**src/sv/aabb_circle_contact_defines.svh**
```systemverilog
// Assertion macros shared by the box/circle contact block.
// Taken in by files that check their own control logic; no other dependencies.
`ifndef AABB_CIRCLE_CONTACT_DEFINES_SVH
`define AABB_CIRCLE_CONTACT_DEFINES_SVH

// Same-cycle implication under the active-low synchronous reset.
`define ACC_ASSERT_NOW(lbl, clk, rstn, ante, cons, msg) \
    lbl: assert property (@(posedge clk) disable iff (!rstn) (ante) |-> (cons)) else $error(msg);

// Next-cycle implication under the active-low synchronous reset.
`define ACC_ASSERT_NEXT(lbl, clk, rstn, ante, cons, msg) \
    lbl: assert property (@(posedge clk) disable iff (!rstn) (ante) |=> (cons)) else $error(msg);

`endif

```
**src/sv/acc_pkg.sv**
```systemverilog
`timescale 1ns / 1ps
// Types, constants and helper functions for the box/circle contact pipeline.
// No dependencies; every file that uses it refers to it by scoped names.
package acc_pkg;

    localparam int SQRT_STEPS = 31;
    localparam int DIV_STEPS  = 31;
    localparam int LANES      = 4;
    // 0.0001 in Q16.16 rounds up to 7 units.
    localparam logic [30:0] TINY_DIST = 31'd7;

    localparam int LANE_PX = 0;
    localparam int LANE_PY = 1;
    localparam int LANE_NX = 2;
    localparam int LANE_NY = 3;

    typedef struct packed {
        logic signed [31:0] box_center_x;
        logic signed [31:0] box_center_y;
        logic [30:0]        box_half_width;
        logic [30:0]        box_half_height;
        logic [30:0]        box_scale_x;
        logic [30:0]        box_scale_y;
        logic signed [31:0] circle_center_x;
        logic signed [31:0] circle_center_y;
        logic [30:0]        circle_radius;
        logic [30:0]        circle_scale;
    } in_t;

    // Per-item values that ride along with the arithmetic.
    typedef struct packed {
        logic               hit;
        logic signed [31:0] ccx;
        logic signed [31:0] ccy;
        logic signed [31:0] bpx;
        logic signed [31:0] bpy;
        logic signed [31:0] vx;
        logic signed [31:0] vy;
        logic [30:0]        r;
    } carry_t;

    typedef struct packed {
        logic [61:0] n;
        logic [32:0] rem;
        logic [30:0] root;
    } sqrt_t;

    typedef struct packed {
        logic        neg;
        logic [30:0] rem;
        logic [30:0] nlo;
        logic [30:0] q;
    } div_lane_t;

    typedef struct packed {
        div_lane_t [LANES-1:0] lane;
        logic [30:0]           den;
    } div_t;

    // (a*b + 0.5) in Q16.16, saturated to 31 bits.
    function automatic logic [30:0] scale_q16(input logic [30:0] a, input logic [30:0] b);
        logic [61:0] p;
        logic [61:0] s;
        p = {31'd0, a} * {31'd0, b};
        s = p + 62'h8000;
        return (|s[61:47]) ? 31'h7FFF_FFFF : s[46:16];
    endfunction

    function automatic logic signed [31:0] sat32(input logic signed [35:0] x);
        if (x > $signed(36'h0_7FFF_FFFF)) begin
            return 32'sh7FFF_FFFF;
        end else if (x < $signed(36'hF_8000_0000)) begin
            return 32'sh8000_0000;
        end
        return x[31:0];
    endfunction

endpackage

```
**src/sv/acc_sqrt_step.sv**
```systemverilog
`timescale 1ns / 1ps
// One digit stage of the pipelined integer square root (one result bit per stage).
// Depends on acc_pkg.
module acc_sqrt_step (
    input  logic              aclk,
    input  logic              aresetn,
    input  logic              en,
    input  logic              in_valid,
    input  acc_pkg::sqrt_t    in_sq,
    input  acc_pkg::carry_t   in_carry,
    output logic              out_valid,
    output acc_pkg::sqrt_t    out_sq,
    output acc_pkg::carry_t   out_carry
);

    logic [34:0]     trial;
    logic [34:0]     test;
    logic            ge;
    acc_pkg::sqrt_t  sq_next;
    logic            valid_reg;
    acc_pkg::sqrt_t  sq_reg;
    acc_pkg::carry_t carry_reg;

    always_comb begin
        trial = {in_sq.rem, in_sq.n[61:60]};
        test  = {2'b00, in_sq.root, 2'b01};
        ge    = (trial >= test);
        sq_next.rem  = ge ? 33'(trial - test) : trial[32:0];
        sq_next.root = {in_sq.root[29:0], ge};
        sq_next.n    = {in_sq.n[59:0], 2'b00};
    end

    always_ff @(posedge aclk) begin
        if (!aresetn) begin
            valid_reg <= 1'b0;
        end else if (en) begin
            valid_reg <= in_valid;
        end
    end

    always_ff @(posedge aclk) begin
        if (en) begin
            sq_reg    <= sq_next;
            carry_reg <= in_carry;
        end
    end

    assign out_valid = valid_reg;
    assign out_sq    = sq_reg;
    assign out_carry = carry_reg;

endmodule

```
**config.mk**
```make
export PLATFORM = sky130hd
export DESIGN_NAME = acc_sqrt_step
export DESIGN_NICKNAME = d
export VERILOG_FILES = /design/src/sv/aabb_circle_contact_defines.svh /design/src/sv/acc_pkg.sv /design/src/sv/acc_sqrt_step.sv
export SDC_FILE = /design/constraint.sdc
export NUM_CORES = 1
export LEC_CHECK = 0
export ABC_AREA = 1
export BUFFER_PORTS_ARGS = -buffer_cell sky130_fd_sc_hd__buf_2
export CORE_AREA = 2 2 273 275
export CTS_CLUSTER_SIZE = 20
export DETAILED_ROUTE_END_ITERATION = 7
export DIE_AREA = 0 0 275 277
export SLEW_MARGIN = 5
export SYNTH_ARGS = -nofsm -noshare
export SYNTH_HDL_FRONTEND = slang
export SYNTH_SLANG_ARGS = --single-unit
```
**constraint.sdc**
```tcl
create_clock -name aclk -period 2.65 [get_ports aclk]
set_clock_uncertainty 0.05 [all_clocks]
set_input_delay 0 -clock aclk [delete_from_list [all_inputs] [get_ports aclk]]
set_output_delay 0 -clock aclk [all_outputs]
set_load 0.005 [all_outputs]
```
# ---- Yosys cells after proc, flatten, opt, wreduce, memory -nomap -nowiden
# Cells that the tools add are included.
dict set report totals {
  reg_bits 349
  inputBits 354
  output_inout_bits 351
}
dict set report op_classes {
  add_sub_neg 1
  magnitude_cmp 1
  mux 1
}
# cell count
set ops {}
lappend ops {{35-bit by 33-bit greater-or-equal comparator with 1-bit output} 1}
lappend ops {{33-bit two-way mux} 1}
lappend ops {{33-bit subtractor} 1}

# ---- Longest topological paths before layout
dict set report depth {
  ltp_word 2
  ltp_mapped 15
  mapped_depth_nobuf 14
}

# ---- Worst setup path before layout
# No wires, ideal clock.
dict set report synth_path {
  path_type {in2reg}
  from {in in_sq[28] (netlist name)}
  to {reg sq_reg, in the netlist out_sq[56], data pin}
  setup_ns 0.252
  arrival_time_ns 1.345
  required_time_ns 2.348
  setup_slack_ns 1.002
  path_stages 12
  path_buffers 1
  path_cell_list {inv_1 -> ha_1 -> nand2_1 -> inv_1 -> a21oi_1 -> nand2b_1 -> nand3_2 -> nor2_4 -> nand2_8 -> buf_12 -> nand3_2 -> nand2_1}
}
# item line
set synth_rtl {}
lappend synth_rtl {{start: declaration} acc_sqrt_step.sv:9} ;# input acc_pkg::sqrt_t in_sq,
lappend synth_rtl {{end signal: assignment} acc_sqrt_step.sv:43} ;# sq_reg <= sq_next;
lappend synth_rtl {{end: declaration} acc_sqrt_step.sv:21} ;# acc_pkg::sqrt_t sq_reg;

==> impl_metrics.py <==
metrics = {
    "outcome": {
        "status": "finished clean",
    },
    "setup_path": {
        "cp_common_cell": "nand2_1",
        "cp_max_fo": 14,
        "crit_slowest_cell": "dlygate4sd3_1",
        "required_ns": 2.91,
        "critPathArrivalTime_ns": 2.57,
        "end_kind": "flop",
        "critPathKind": "input pin to flop",
        "startpoint_type": "input pin",
        "slowest_delay_ns": 0.65,
        "crit_chain": "dlygate4sd3_1, buf_2, inv_1, ha_1, nand2_1, inv_2, nand2_2, inv_1, nand2_1, nand2_1, inv_2, nand3_2, nand2_4, nand2_8, buf_12, nand3_2, nand2_1",
    },
    "route": {
        "totalWireLength_um": 69200,
        "via_per_inst": 3.87,
        "drt-initial-drc-count": 724,
        "drc": 0,
        "dr.pass1.iters": 7,
        "drtAntennaViolNets": 0,
        "vias": 12200,
        "wire_per_inst_um": 21.9,
    },
    "synthesis": {
        "ys.flop_type": "edfxtp_1",
        "syn_area_per_cell_sq_um": 13.3,
        "synth_edf_count": 348,
        "ys_ff_latch": 349,
        "synth-seq-area-share": 0.758,
        "synth_area_sq_mm": 0.0138,
        "synth_area_leaders": "edfxtp_1 76%, nand2_1 7.9%, inv_1 4.3%",
        "yosys.cell_count.top_type": "edfxtp_1",
        "yosysTopAreaCell": "edfxtp_1",
        "synth.distinct_cells": 33,
        "synth_top_area_frac": 0.756,
        "ys_async_sr_fraction": 0,
        "netlist_instances": 1042,
        "ys_warn_count": 0,
        "ys_top_cells_by_count": "348 x edfxtp_1, 291 x nand2_1, 157 x inv_1, 58 x nand3_1, 35 x nor2_1",
    },
    "sta": {
        "rsz0062_at_grt": "no",
        "tightest_slew_ns": 0.504,
        "fmax_ghz": 0.434,
        "setup_viol": 0,
        "fin_crit_sh": 0.869,
        "hold_viol_final": 0,
        "setup_tns_ns": 0,
        "min_period_ns": 2.30,
        "max_slew_margin": 0.664,
        "slew_viol_final": 0,
    },
    "clocking": {
        "clockBufferDepth": 3,
        "h-tree-depth": 2,
        "clock_latency_ns": 0.57,
        "clockRootBuffer": "clkbuf_16",
        "clkTransAtPathRegs_ns": 0.06,
        "cts_buffers": 44,
        "cts.sinks": 349,
        "cts_tree": "yes",
    },
    "global_routing": {
        "gr-total-overflow": 0,
        "grt_pass1_wl_um": 92400,
        "first_global_vias": 12500,
        "grtUsageTotal": 0.174,
        "grt_max_degree": 76,
        "antenna_found_initial": 28,
    },
    "placed_design": {
        "port_buffers": 702,
        "dpl.cell_count": 2713,
        "routabilityCongestion": 0.913,
        "hpwl_um": 54400,
        "placedInstanceArea_sq_mm": 0.0186,
    },
    "floorplanning": {
        "rows": 100,
        "die_area_sq_mm": 0.0762,
        "initial_utilization": 0.188,
        "die_x_um": 275,
        "fp.dieH_um": 277,
        "ios": 705,
        "core_area_sq_mm": 0.0736,
    },
    "cells_and_area": {
        "fin_nets": 2528,
        "syn2layout_area_growth_pct": 70.8,
        "final_cells": 3157,
        "fill_cells": 7479,
        "drive_above_1_share": 0.376,
        "fin_area_sq_mm": 0.0236,
    },
    "min_path": {
        "hp-class": "input pin to flop",
    },
    "pwr": {
        "p_per_area_mw_per_mm2": 644,
        "vdd_ir_drop_max_mv": 0.502,
        "power_leakage_nw": 10.7,
    },
    "job": {
        "max_cap_viol_count": 0,
    },
}
==> worst paths after layout <==
check	start	endpoint	slack, ns	cells past startpoint
worst max-delay path	in_sq[14]	out_sq[59]	0.35	17
worst min-delay path	in_sq[30]	out_sq[63]	0.06	6
worst min register to register	out_valid	out_valid	1.63	4
worst max register to register	out_valid	out_valid	0.82	4
==> flip-flops by register name (all words and copies together), names as in the netlist <==
signal	flops
out_carry	224
out_sq	124
out_valid	1
==> worst max-delay path: cells and delay by family <==
family | cells | cell delay, ns
adders and majority gates | 1 | 0.38
and+or+nand+nor | 9 | 0.98
buffers and inverters | 7 | 1.21
==> metrics by stage <==
| stage | hold WS, ns | setup WS [ns] | power, mW | utilization |
|---|---|---|---|---|
| after floorplan | 0.0435 | 1.00 | 7.50 | - |
| after global placement | 0.126 | 0.464 | 8.81 | 0.253 |
| after detailed placement | 0.128 | 0.451 | 8.81 | 0.253 |
| after CTS | 0.00723 | 0.342 | 15.4 | 0.320 |
| after global routing | 0.0630 | 0.209 | 15.8 | 0.321 |
| final | 0.0619 | 0.347 | 15.2 | 0.321 |
==> area by class of cell <==
class,instances,area [sq um],share of cell area
clock inverters,25,270,0.0114
inverters,166,623,0.0264
diodes,17,42.5,0.00180
well taps,969,1210,0.0514
repair buffers,1063,7200,0.305
flip-flops and latches,349,10500,0.444
multi-input cells,517,2640,0.112
clock buffers,51,1150,0.0487
==> routing by layer <==
layer,global-route usage,vias up,share of wire
li1,-,5735,-
met1,0.184,5792,0.36
met2,0.288,533,0.47
met3,0.0796,137,0.11
met4,0.0906,24,0.056
met5,0,-,0.0024
==> power by group <==
group          total [mW]  switching, mW  internal [mW]
combinational        2.40           1.32           1.08
clock                6.03           2.52           3.52
sequential           6.76          0.134           6.63
==> layout by cell type, fill, tap and decap left out, types with 13 or more instances in the layout <==
cell	instances
diode_2	17
ha_1	33
inv_1	157
buf_2	701
dlygate4sd3_1	351
nand3_2	16
xor2_1	13
a21oi_1	21
clkbuf_16	45
nor2_1	35
nand3_1	58
nand2_1	291
edfxtp_1	348
==> what timing repair did <==
item,in CTS,in global routing
setup buffers,0,0
hold endpoints to repair,392,0
hold buffers,351,0
gates resized for setup,0,0
==> logic make-up (layout without fill, tap and decap cells) <==
kind of cell | Yosys count | after routing | share of synthesized area
compound gates | 25 | 25 | 0.00942
xor+xnor | 14 | 14 | 0.00887
fa+ha+maj | 33 | 33 | 0.0299
buf+inv | 177 | 1305 | 0.0517
flops | 349 | 349 | 0.758
other cells | 1 | 19 | 0.000271
simple gates | 443 | 443 | 0.142
Power figures use the tool's default switching activity.
