`config.mk`:
```
export PLATFORM = sky130hd
export DESIGN_NAME = acc_div_step
export DESIGN_NICKNAME = d
export VERILOG_FILES = /design/src/sv/aabb_circle_contact_defines.svh /design/src/sv/acc_pkg.sv /design/src/sv/acc_div_step.sv
export SDC_FILE = /design/constraint.sdc
export NUM_CORES = 1
export LEC_CHECK = 0
export BUFFER_PORTS_ARGS = -buffer_cell sky130_fd_sc_hd__buf_2
export CORE_AREA = 4 4 489 491
export DETAILED_ROUTE_END_ITERATION = 12
export DIE_AREA = 0 0 493 495
export MAX_ROUTING_LAYER = met4
export SLEW_MARGIN = 15
export SYNTH_ARGS = -nofsm -noshare
export SYNTH_HDL_FRONTEND = slang
export SYNTH_SLANG_ARGS = --single-unit
```
`constraint.sdc`:
```
create_clock -name aclk -period 3.47 [get_ports aclk]
set_clock_uncertainty 0.15 [all_clocks]
set_input_delay 0.694 -clock aclk [delete_from_list [all_inputs] [get_ports aclk]]
set_output_delay 0.694 -clock aclk [all_outputs]
set_load 0.02 [all_outputs]
```
`src/sv/aabb_circle_contact_defines.svh`:
```
// Assertion macros shared by the box/circle contact block.
// Taken in by files that check their own control logic; no other dependencies.
`ifndef AABB_CIRCLE_CONTACT_DEFINES_SVH
`define AABB_CIRCLE_CONTACT_DEFINES_SVH

// Same-cycle implication under the active-low synchronous reset.
`define ACC_ASSERT_NOW(lbl, clk, rstn, ante, cons, msg) \
    lbl: assert property (@(posedge clk) disable iff (!rstn) (ante) |-> (cons)) else $error(msg);

// Next-cycle implication under the active-low synchronous reset.
`define ACC_ASSERT_NEXT(lbl, clk, rstn, ante, cons, msg) \
    lbl: assert property (@(posedge clk) disable iff (!rstn) (ante) |=> (cons)) else $error(msg);

`endif

```
`src/sv/acc_pkg.sv`:
```
`timescale 1ns / 1ps
// Types, constants and helper functions for the box/circle contact pipeline.
// No dependencies; every file that uses it refers to it by scoped names.
package acc_pkg;

    localparam int SQRT_STEPS = 31;
    localparam int DIV_STEPS  = 31;
    localparam int LANES      = 4;
    // 0.0001 in Q16.16 rounds up to 7 units.
    localparam logic [30:0] TINY_DIST = 31'd7;

    localparam int LANE_PX = 0;
    localparam int LANE_PY = 1;
    localparam int LANE_NX = 2;
    localparam int LANE_NY = 3;

    typedef struct packed {
        logic signed [31:0] box_center_x;
        logic signed [31:0] box_center_y;
        logic [30:0]        box_half_width;
        logic [30:0]        box_half_height;
        logic [30:0]        box_scale_x;
        logic [30:0]        box_scale_y;
        logic signed [31:0] circle_center_x;
        logic signed [31:0] circle_center_y;
        logic [30:0]        circle_radius;
        logic [30:0]        circle_scale;
    } in_t;

    // Per-item values that ride along with the arithmetic.
    typedef struct packed {
        logic               hit;
        logic signed [31:0] ccx;
        logic signed [31:0] ccy;
        logic signed [31:0] bpx;
        logic signed [31:0] bpy;
        logic signed [31:0] vx;
        logic signed [31:0] vy;
        logic [30:0]        r;
    } carry_t;

    typedef struct packed {
        logic [61:0] n;
        logic [32:0] rem;
        logic [30:0] root;
    } sqrt_t;

    typedef struct packed {
        logic        neg;
        logic [30:0] rem;
        logic [30:0] nlo;
        logic [30:0] q;
    } div_lane_t;

    typedef struct packed {
        div_lane_t [LANES-1:0] lane;
        logic [30:0]           den;
    } div_t;

    // (a*b + 0.5) in Q16.16, saturated to 31 bits.
    function automatic logic [30:0] scale_q16(input logic [30:0] a, input logic [30:0] b);
        logic [61:0] p;
        logic [61:0] s;
        p = {31'd0, a} * {31'd0, b};
        s = p + 62'h8000;
        return (|s[61:47]) ? 31'h7FFF_FFFF : s[46:16];
    endfunction

    function automatic logic signed [31:0] sat32(input logic signed [35:0] x);
        if (x > $signed(36'h0_7FFF_FFFF)) begin
            return 32'sh7FFF_FFFF;
        end else if (x < $signed(36'hF_8000_0000)) begin
            return 32'sh8000_0000;
        end
        return x[31:0];
    endfunction

endpackage

```
`src/sv/acc_div_step.sv`:
```
`timescale 1ns / 1ps
// One quotient-bit stage of the four-lane pipelined restoring divider.
// Depends on acc_pkg.
module acc_div_step (
    input  logic              aclk,
    input  logic              aresetn,
    input  logic              en,
    input  logic              in_valid,
    input  acc_pkg::div_t     in_div,
    input  acc_pkg::carry_t   in_carry,
    output logic              out_valid,
    output acc_pkg::div_t     out_div,
    output acc_pkg::carry_t   out_carry
);

    acc_pkg::div_t   div_next;
    logic            valid_reg;
    acc_pkg::div_t   div_reg;
    acc_pkg::carry_t carry_reg;

    always_comb begin
        logic [31:0] t;
        logic        ge;
        div_next = in_div;
        for (int i = 0; i < acc_pkg::LANES; i++) begin
            t  = {in_div.lane[i].rem, in_div.lane[i].nlo[30]};
            ge = (t >= {1'b0, in_div.den});
            div_next.lane[i].rem = ge ? 31'(t - {1'b0, in_div.den}) : t[30:0];
            div_next.lane[i].nlo = {in_div.lane[i].nlo[29:0], 1'b0};
            div_next.lane[i].q   = {in_div.lane[i].q[29:0], ge};
        end
    end

    always_ff @(posedge aclk) begin
        if (!aresetn) begin
            valid_reg <= 1'b0;
        end else if (en) begin
            valid_reg <= in_valid;
        end
    end

    always_ff @(posedge aclk) begin
        if (en) begin
            div_reg   <= div_next;
            carry_reg <= in_carry;
        end
    end

    assign out_valid = valid_reg;
    assign out_div   = div_reg;
    assign out_carry = carry_reg;

endmodule

```
## Word level (Yosys, flattened, before mapping)

Index checks and enable logic that the tools add are counted.
Widths: inputs -> output; s select.

| word-level totals | value |
|---|---|
| input port bits | 635 |
| logic and storage cells | 38 |
| register bits | 628 |
| output and inout bits | 632 |

| operators by class | value |
|---|---|
| $add $sub $neg | 4 |
| $lt $le $gt $ge | 4 |
| mux-type cells | 4 |

Operator list:

| kind | count |
|---|---|
| $ge 32x31->1 | 4 |
| $mux 31 | 4 |
| $sub 31x31->31 | 4 |

## Longest topological paths before layout

Gate-level depths: netlist of the first run.

| depth | value |
|---|---|
| word-level depth | 2 |
| mapped depth | 14 |
| mapped depth without buffers | 13 |

## Worst setup path after synthesis of the first run

No wires, ideal clock.

| path | value |
|---|---|
| path kind | input -> register |
| start | in in_div[92] (netlist bit) |
| end | reg div_reg (netlist bit out_div[100]), data pin |
| arrival time | 3.248 ns |
| setup time | 0.260 ns |
| buffers on the path | 1 |
| required time | 3.060 ns |
| cell stages on the path | 13 |
| slack | -0.188 ns |
| path through | inv_1 > ha_1 > fa_1 > nor2b_1 > o21ai_0 > and3_1 > or3b_1 > nand3_1 > a41o_1 > a31oi_1 > o21ai_1 > buf_2 > mux2_2 |

RTL lines:

| what | line | RTL |
|---|---|---|
| start: declaration | acc_div_step.sv:9 | `input acc_pkg::div_t in_div,` |
| end signal: assignment | acc_div_step.sv:44 | `div_reg <= div_next;` |
| end: declaration | acc_div_step.sv:18 | `acc_pkg::div_t div_reg;` |

==> run_results.csv, run 1 <==
group,metric,value,unit
outcome,status,"finished, final reports clean",
job,cap_violations,0,
finish,fill_cells,25500,
finish,fin_util,20.5,%
floorplanning,rows,178,
synthesis,yosysMostFrequentCell,"edfxtp_1",
place,post-dp-hpwl,181000,um
timing,max-slew-margin-rel,55.6,%
timing,fmax,307,MHz
power,p_per_area,507,nW/um^2
floorplanning,die_x,493,um
route,dr.pass1.iters,5,
grt,antenna_found_initial,163,
clocking,path_clk_slew,0.06,ns
timing,post-route-period-util,93.7,%
place,gp_congestion,0.932,
route,wl,211000,um
clocking,cts_root_buf,"clkbuf_16",
synthesis,async_flop_share,0,%
grt,grt_pass1_wl,263000,um
hold_path,min_path_type,"primary input to flip-flop",
finish,fin_cells,7283,
clocking,cts_tree,"done",
route,vias,25800,
worst_setup_path,cpMostUsedCell,"o21ai_0",
finish,drive_above_1_share,47.2,%
floorplanning,core_area,235000,um^2
grt,grtUsageTotal,17.0,%
floorplanning,dieArea,244000,um^2
worst_setup_path,crit_required,3.73,ns
worst_setup_path,critPathMaxFanout,5,
worst_setup_path,cp-end-kind,"flip-flop",
floorplanning,io_pins,1267,
power,p_leak,20.5,nW
timing,finalCriticalPeriod,3.25,ns
worst_setup_path,crit_arrival,3.51,ns
timing,hold_viol,0,
synthesis,netlist_top_cells_area,"edfxtp_1 (70%), ha_1 (5.7%), mux2_2 (2.9%), a21o_1 (2.2%), a21oi_1 (2.2%)",
synthesis,yosysUniqueCellTypes,78,
timing,worst_pin_slew,0.649,ns
synthesis,synth-seq-area-share,69.7,%
power,power.total,0.0245,W
route,wl_per_cell,29.0,um
worst_setup_path,crit_chain,"buf_2 > ha_1 > fa_1 > nor2b_1 > o21ai_0 > a21oi_1 > o21ai_0 > buf_4 > a211oi_1 > buf_4 > o21ai_0 > buf_4 > o31ai_1 > xnor2_1 > o21ai_0",
synthesis,ys_seq_elements,628,
clocking,cts_buffers,83,
finish,fin_nets,4760,
power,ir_drop,0.372,mV
place,numPlacedInstances,6593,
floorplanning,initial_core_util,11.5,%
synthesis,ys_warn_count,0,
place,dpl_cell_area,40500,um^2
finish,multi_input_area,7810,um^2
timing,whs,0.0616,ns
route,drt_iter0_markers,1769,
finish,seq_area,18800,um^2
route,vias_per_cell,3.55,
timing,rsz0062_at_grt,"no",
floorplanning,die_height,495,um
synthesis,synthCells,1802,
synthesis,synthesis.area,27000,um^2
clocking,clock_sinks,628,
clocking,cts.path.max_buffers,3,
worst_setup_path,slowest_delay,0.42,ns
grt,grt_max_degree,89,
worst_setup_path,critPathLaunchType,"primary input",
synthesis,ys.flop_type,"edfxtp_1",
clocking,worstSkewPairLatency,0.68,ns
route,drc,0,
place,numPortBuffers,1258,
worst_setup_path,critPathKind,"primary input to flip-flop",
synthesis,synth_top_area_share,69.6,%
finish,area_growth,78.2,%
clocking,h-tree-depth,3,
grt,grt_pass1_vias,26200,
timing,finalMaxSlewViolations,0,
grt,overflow,0,
synthesis,synth_edf_count,627,
route,ant_nets,0,
finish,fin_area,48200,um^2
synthesis,synth_common_cells,"edfxtp_1 (627), ha_1 (124), a21oi_1 (117)",
timing,setup_viol,0,
worst_setup_path,cp_slowest_cell,"fa_1",
synthesis,synth.avg_cell_area,15.0,um^2
synthesis,yosysTopAreaCell,"edfxtp_1",
-- through the flow --
stage	setup slack, ns	setup TNS (ns)
finish	0.218	0
global route	0.0197	0
CTS	0.223	0
detailed placement	-0.552	-59.73
global placement	-0.585	-57.15
floorplan	0.00298	0
-- final cells by class --
| cell class | instances | share of cell area (%) |
|---|---|---|
| inverters | 70 | 0.545 |
| clock inverters | 57 | 1.43 |
| clock buffers | 93 | 4.43 |
| diodes | 71 | 0.369 |
| repair buffers | 2151 | 29.8 |
| flip-flops and latches | 628 | 39.1 |
| well taps | 3150 | 8.18 |
| multi-input cells | 1063 | 16.2 |
-- metal layers --
metal / track usage (%) / part of all wire (%) / routed length [um] / vias to the layer above
met5: - / 0 / 0 / -
met4: 7.86 / 5.8 / 12200 / 0
met3: 5.38 / 8.3 / 17500 / 423
met2: 30.7 / 52 / 110000 / 1302
met1: 16.6 / 34 / 72000 / 12700
li1: - / - / - / 11400
-- where the power goes --
part	total, W	switching, W	internal (W)
sequential	0.00951	0.000289	0.00922
clock	0.00908	0.00389	0.00519
combinational	0.00587	0.00360	0.00228
-- repair_timing --
action | 4_1_cts | 5_1_grt
setup endpoints to repair | 0 | 14
setup buffers | 0 | 1
endpoints found under the hold margin | 468 | 0
resized for setup | 0 | 3
hold buffers | 468 | 0
-- cell usage in the layout (no fill, tap or decap), types with 14 or more instances in the layout --
master | netlist | layout
buf_2 | 9 | 1257
edfxtp_1 | 627 | 627
dlygate4sd3_1 | 0 | 468
buf_4 | 6 | 412
ha_1 | 124 | 123
a21oi_1 | 117 | 116
nor2_1 | 93 | 93
nand2_1 | 90 | 90
clkbuf_16 | 0 | 84
o21ai_0 | 84 | 83
a21o_1 | 79 | 79
diode_2 | 0 | 71
inv_1 | 69 | 69
mux2_2 | 69 | 69
xnor2_1 | 60 | 60
xor2_1 | 38 | 38
nand3_1 | 27 | 26
nand4_1 | 20 | 20
nor3_1 | 20 | 20
and3_1 | 20 | 20
o21a_1 | 17 | 17
nor2b_1 | 16 | 16
nand2b_1 | 16 | 15
a31oi_1 | 14 | 14
-- kinds of logic after synthesis --
logic type | count (synthesis) | share of synthesized area (%)
adders and majority gates | 128 | 6.03
buffers and inverters | 114 | 1.79
xor gates and xnor gates | 98 | 3.17
muxes | 76 | 3.15
DFF | 628 | 69.7
other | 1 | 0.0139
AOI/OAI and AO/OA | 412 | 9.89
and+or+nand+nor | 345 | 6.27
-- critical path, delay by kind of cell --
| kind | cells | cell delay, ns |
|---|---|---|
| xor gates and xnor gates | 1 | 0.16 |
| and+or+nand+nor | 1 | 0.12 |
| adders and majority gates | 2 | 0.68 |
| AOI/OAI and AO/OA | 7 | 1.16 |
| buffers and inverters | 4 | 0.67 |
-- flip-flops by register name (all words and copies together) (netlist names) --
name / flops
out_div: 403
out_carry: 224
out_valid: 1
-- path summary, 6_finish.rpt --
kind	startpoint	to	slack [ns]	cells past startpoint
hold / removal	in_div[141]	out_div[142]	0.06	1
setup reg to reg	out_valid	out_valid	2.73	2
setup / recovery	in_div[0]	out_div[309]	0.22	15
hold reg to reg	out_valid	out_valid	0.37	2
Power figures use the tool's default switching activity.
==> inputs of run 2 (changes only) <==
--- a/config.mk
+++ b/config.mk
@@ -9,7 +9,6 @@
 export CORE_AREA = 4 4 489 491
 export DETAILED_ROUTE_END_ITERATION = 12
 export DIE_AREA = 0 0 493 495
-export MAX_ROUTING_LAYER = met4
 export SLEW_MARGIN = 15
 export SYNTH_ARGS = -nofsm -noshare
 export SYNTH_HDL_FRONTEND = slang
==> run_results.csv, run 2 (synthesis gave the netlist of run 1 again) <==
group,metric,value,unit
route,wl_per_cell,29.1,um
place,gp_congestion,0.928,
floorplanning,die_height,495,um
timing,rsz0062_at_grt,"no",
timing,setup_viol,0,
finish,final_cell_mix,"buf_2 (1257), edfxtp_1 (627), dlygate4sd3_1 (472)",
worst_setup_path,cp-end-kind,"flip-flop",
route,vias_per_cell,3.57,
worst_setup_path,critPathMaxFanout,5,
grt,antenna_found_initial,181,
finish,largest_reg_flops,403,
timing,finalCriticalPeriod,3.32,ns
clocking,worstSkewPairLatency,0.70,ns
worst_setup_path,crit_required,3.78,ns
place,pre_cts_slack,-0.576,ns
floorplanning,initial_core_util,11.5,%
clocking,cts_buffers,81,
route,dr.pass1.iters,5,
clocking,path_clk_slew,0.06,ns
finish,area_growth,78.3,%
route,vias,26000,
grt,overflow,0,
power,ir_drop,0.422,mV
power,p_leak,20.5,nW
timing,worst_pin_slew,0.773,ns
route,wl,212000,um
worst_setup_path,critPathLaunchType,"primary input",
grt,grt_pass1_wl,263000,um
timing,setup_ws,0.147,ns
floorplanning,io_pins,1267,
timing,setup-tns-final,0,ns
clocking,clock_sinks,628,
hold_path,min_path_type,"primary input to flip-flop",
finish,drive_above_1_share,47.1,%
timing,finalMaxSlewViolations,0,
timing,max-slew-margin-rel,48.5,%
place,numPortBuffers,1258,
worst_setup_path,critPathKind,"primary input to flip-flop",
finish,fill_cells,25500,
floorplanning,dieArea,244000,um^2
job,cap_violations,0,
clocking,cts_root_buf,"clkbuf_16",
route,drt_iter0_markers,1624,
timing,post-route-period-util,95.8,%
floorplanning,die_x,493,um
floorplanning,rows,178,
finish,fin_cells,7272,
clocking,cts_tree,"done",
route,drc,0,
route,ant_nets,0,
floorplanning,core_area,235000,um^2
clocking,h-tree-depth,3,
place,post-dp-hpwl,182000,um
finish,fin_nets,4764,
finish,seq_area,18800,um^2
power,p_per_area,506,nW/um^2
finish,multi_input_area,7800,um^2
grt,grt_max_degree,79,
finish,layout_commonest_cell,"buf_2",
clocking,cts.path.max_buffers,3,
timing,fmax,301,MHz
place,dpl_cell_area,40600,um^2
grt,grt_pass1_vias,26400,
worst_setup_path,r2r_slack,2.72,ns
finish,fin_area,48200,um^2
outcome,status,"finished, final reports clean",
place,numPlacedInstances,6596,
grt,grtUsageTotal,16.5,%
worst_setup_path,crit_arrival,3.63,ns
clocking,cts_resized,0,
timing,hold_viol,0,
==> run 2: cell types whose count changed in the layout (fill, tap and decap cells not counted), moves of 2 or more <==
cell,before,now
inv_6,12,3
clkinv_16,4,2
buf_12,13,17
buf_4,412,410
dlygate4sd3_1,468,472
clkinv_1,9,12
diode_2,71,55
inv_8,1,3
clkinvlp_4,3,5
==> run 2: path summary, 6_finish.rpt <==
check / start / end / cells after the start
worst min-delay path: in_carry[65] / out_carry[65] / 1
worst min register to register: out_valid / out_valid / 2
worst max register to register: out_valid / out_valid / 2
worst max-delay path: in_div[0] / out_div[311] / 15
==> run 2: cell type report <==
type | instances | area share (%)
sequential | 628 | 39.1
antenna | 55 | 0.285
clock inverter | 58 | 1.41
multi-input combinational | 1063 | 16.2
timing repair buffer | 2157 | 30.0
inverter | 70 | 0.545
tap | 3150 | 8.17
clock buffer | 91 | 4.37
==> run 2: timing repair <==
item,in CTS,in global routing
hold endpoints to repair,471,1
buffers inserted,0,0
hold buffers,471,1
==> run 2: per-stage QoR <==
| stage | utilization [%] | total power [W] | hold WS (ns) |
|---|---|---|---|
| 2_1_floorplan | - | 0.0119 | 0.439 |
| 3_3_place_gp | 17.3 | 0.0151 | 0.356 |
| 3_5_place_dp | 17.3 | 0.0151 | 0.375 |
| 4_1_cts | 20.5 | 0.0249 | 0.00374 |
| 5_1_grt | 20.5 | 0.0255 | 0.0105 |
| 6_report | 20.5 | 0.0244 | 0.0805 |
==> run 2: per-layer routing <==
| layer | global-route usage, % | routed length, um | vias up |
|---|---|---|---|
| met5 | 0 | 287 | - |
| met4 | 7.12 | 11500 | 46 |
| met3 | 5.84 | 18100 | 466 |
| met2 | 31.0 | 111000 | 1302 |
| met1 | 16.2 | 71000 | 12800 |
| li1 | - | - | 11400 |
==> run 2: power by group <==
group	internal, W	total [W]	leakage (nW)	switching (W)
logic	0.00228	0.00588	13.0	0.00360
registers	0.00922	0.00951	6.15	0.000289
clock network	0.00519	0.00901	1.35	0.00382
total	0.0167	0.0244	20.5	0.00771
==> run 2: critical path: stages <==
cell and delay (ns):
buf_2 0.19, ha_1 0.26, fa_1 0.41, nor2b_1 0.12, o21ai_0 0.12, a21oi_1 0.25, o21ai_0 0.11, buf_4 0.17
a211oi_1 0.26, buf_4 0.17, nor2_1 0.06, a211oi_1 0.22, buf_4 0.16, nor3_1 0.04, o31ai_1 0.39
==> inputs of run 3 (changes only) <==
--- a/config.mk
+++ b/config.mk
@@ -9,6 +9,7 @@
 export CORE_AREA = 4 4 489 491
 export DETAILED_ROUTE_END_ITERATION = 12
 export DIE_AREA = 0 0 493 495
+export RECOVER_POWER = 100
 export SLEW_MARGIN = 15
 export SYNTH_ARGS = -nofsm -noshare
 export SYNTH_HDL_FRONTEND = slang
==> run_results.csv, run 3 (synthesis gave the netlist of run 1 again) <==
group,metric,value,unit
outcome,status,"finished, violations left",
outcome,failed_checks,"max-capacitance violations, max-slew violations",
finish,multi_input_area,7770,um^2
timing,rsz0062_at_grt,"no",
power,p_per_area,513,nW/um^2
clocking,clock_sinks,628,
grt,antenna_found_initial,178,
clocking,path_clk_slew,0.06,ns
timing,max-slew-margin-rel,-50.7,%
floorplanning,io_pins,1267,
finish,layout_commonest_cell,"clkbuf_1",
floorplanning,die_x,493,um
floorplanning,initial_core_util,11.5,%
finish,area_growth,73.9,%
worst_setup_path,critPathKind,"primary input to flip-flop",
floorplanning,die_height,495,um
timing,hold_viol,0,
route,wl_per_cell,29.0,um
floorplanning,rows,178,
clocking,h-tree-depth,3,
place,numPortBuffers,1258,
place,post-dp-hpwl,182000,um
worst_setup_path,rr_endpoint,"out_valid",
place,pre_cts_slack,-0.576,ns
finish,largest_reg_flops,403,
timing,finalMaxSlewViolations,49,
finish,fin_area,47000,um^2
clocking,cts_root_buf,"clkbuf_16",
clocking,cts_tree,"done",
finish,seq_area,18800,um^2
route,vias_per_cell,3.56,
grt,grt_pass1_vias,26400,
finish,final_cell_mix,"clkbuf_1 (774), edfxtp_1 (627), buf_2 (520)",
route,drc,0,
timing,post-route-period-util,96.8,%
worst_setup_path,cp_slowest_cell,"fa_1",
job,cap_violations,1,
hold_path,min_path_type,"primary input to flip-flop",
grt,grtUsageTotal,16.5,%
route,wl,211000,um
finish,fin_nets,4764,
worst_setup_path,slowest_delay,0.41,ns
timing,finalCriticalPeriod,3.36,ns
worst_setup_path,cp-end-kind,"flip-flop",
timing,whs,0.122,ns
clocking,cts.path.max_buffers,3,
worst_setup_path,crit_chain,"buf_2 > ha_1 > fa_1 > nor2b_1 > o21ai_0 > a21oi_1 > o21ai_0 > buf_4 > a211oi_1 > clkbuf_1 > nor2_1 > a211oi_1 > buf_4 > nor3_1 > o31ai_1",
route,drt_iter0_markers,1603,
route,vias,25900,
worst_setup_path,r2r_slack,2.72,ns
clocking,worstSkewPairLatency,0.69,ns
floorplanning,core_area,235000,um^2
worst_setup_path,critPathLaunchType,"primary input",
grt,overflow,0,
finish,fill_cells,25900,
route,ant_nets,0,
timing,fmax,298,MHz
hold_path,whs_endpoint,"out_div[24]",
worst_setup_path,r2r_cells,2,
route,dr.pass1.iters,7,
clocking,cts_buffers,81,
worst_setup_path,crit_arrival,3.66,ns
grt,grt_pass1_wl,263000,um
floorplanning,dieArea,244000,um^2
worst_setup_path,r2r-start,"out_valid",
worst_setup_path,critPathMaxFanout,5,
worst_setup_path,crit_required,3.77,ns
timing,setup_viol,0,
hold_path,worstHoldStart,"in_div[24]",
timing,setup_ws,0.112,ns
grt,grt_max_degree,79,
clocking,post_cts_buffers,0,
hold_path,whs_path_depth,1,
finish,drive_above_1_share,28.2,%
power,p_leak,18.3,nW
place,dpl_cell_area,40600,um^2
power,ir_drop,0.418,mV
place,gp_congestion,0.928,
timing,worst_pin_slew,2.26,ns
run 3: cell types whose count changed in the layout (fill, tap and decap cells not counted), moves of 4 or more:
cell	previous run	this run
buf_12	17	10
buf_2	1257	520
buf_4	410	373
clkbuf_1	8	774
clkbuf_2	0	12
clkbuf_4	0	4
run 3: area by class of cell:
type | count | area share [%]
Antenna cell | 55 | 0.293
Clock buffer | 91 | 4.48
Clock inverter | 58 | 1.44
Inverter | 70 | 0.559
Multi-Input combinational cell | 1063 | 16.5
Sequential cell | 628 | 40.1
Tap cell | 3150 | 8.38
Timing Repair Buffer | 2157 | 28.3
run 3: repair_timing:
action,4_1_cts,5_1_grt
hold endpoints to repair,471,1
hold buffers,471,1
gates resized for setup,0,0
run 3: worst max-delay path: cells and delay by family:
kind / cells / cell delay [ns]
AOI/OAI and AO/OA: 6 / 1.34
and+or+nand+nor: 3 / 0.25
adders and majority gates: 2 / 0.67
buffers and inverters: 4 / 0.70
run 3: routing by layer:
layer  vias to the layer above  routed length (um)  track usage, %
li1                      11400                   -               -
met3                       467               18500            5.84
met1                     12700               70200            16.2
met2                      1290              110000            31.0
met4                        40               11700            7.12
met5                         -                 255               0
run 3: how the worst max path moves through the flow:
stage                           start            to
after floorplan           in_div[186]  out_div[210]
after global placement     in_div[25]  out_div[281]
after detailed placement    in_div[0]  out_div[123]
after CTS                   in_div[0]  out_div[123]
after global routing        in_div[1]  out_div[122]
final                       in_div[0]  out_div[311]
run 3: report_power, final:
group / internal, W / total, W / switching, W
clock: 0.00518 / 0.00900 / 0.00381
sequential: 0.00923 / 0.00953 / 0.000305
combinational: 0.00203 / 0.00561 / 0.00358
total: 0.0164 / 0.0241 / 0.00770
run 3: through the flow:
step	std cells	power [W]	TNS, ns	util, %
after detailed placement	6596	0.0151	-57.16	17.3
after CTS	7216	0.0249	0	20.5
final	7272	0.0241	0	20.0
after global placement	6596	0.0151	-50.01	17.3
after global routing	7246	0.0252	0	20.0
after floorplan	1805	0.0119	0	-
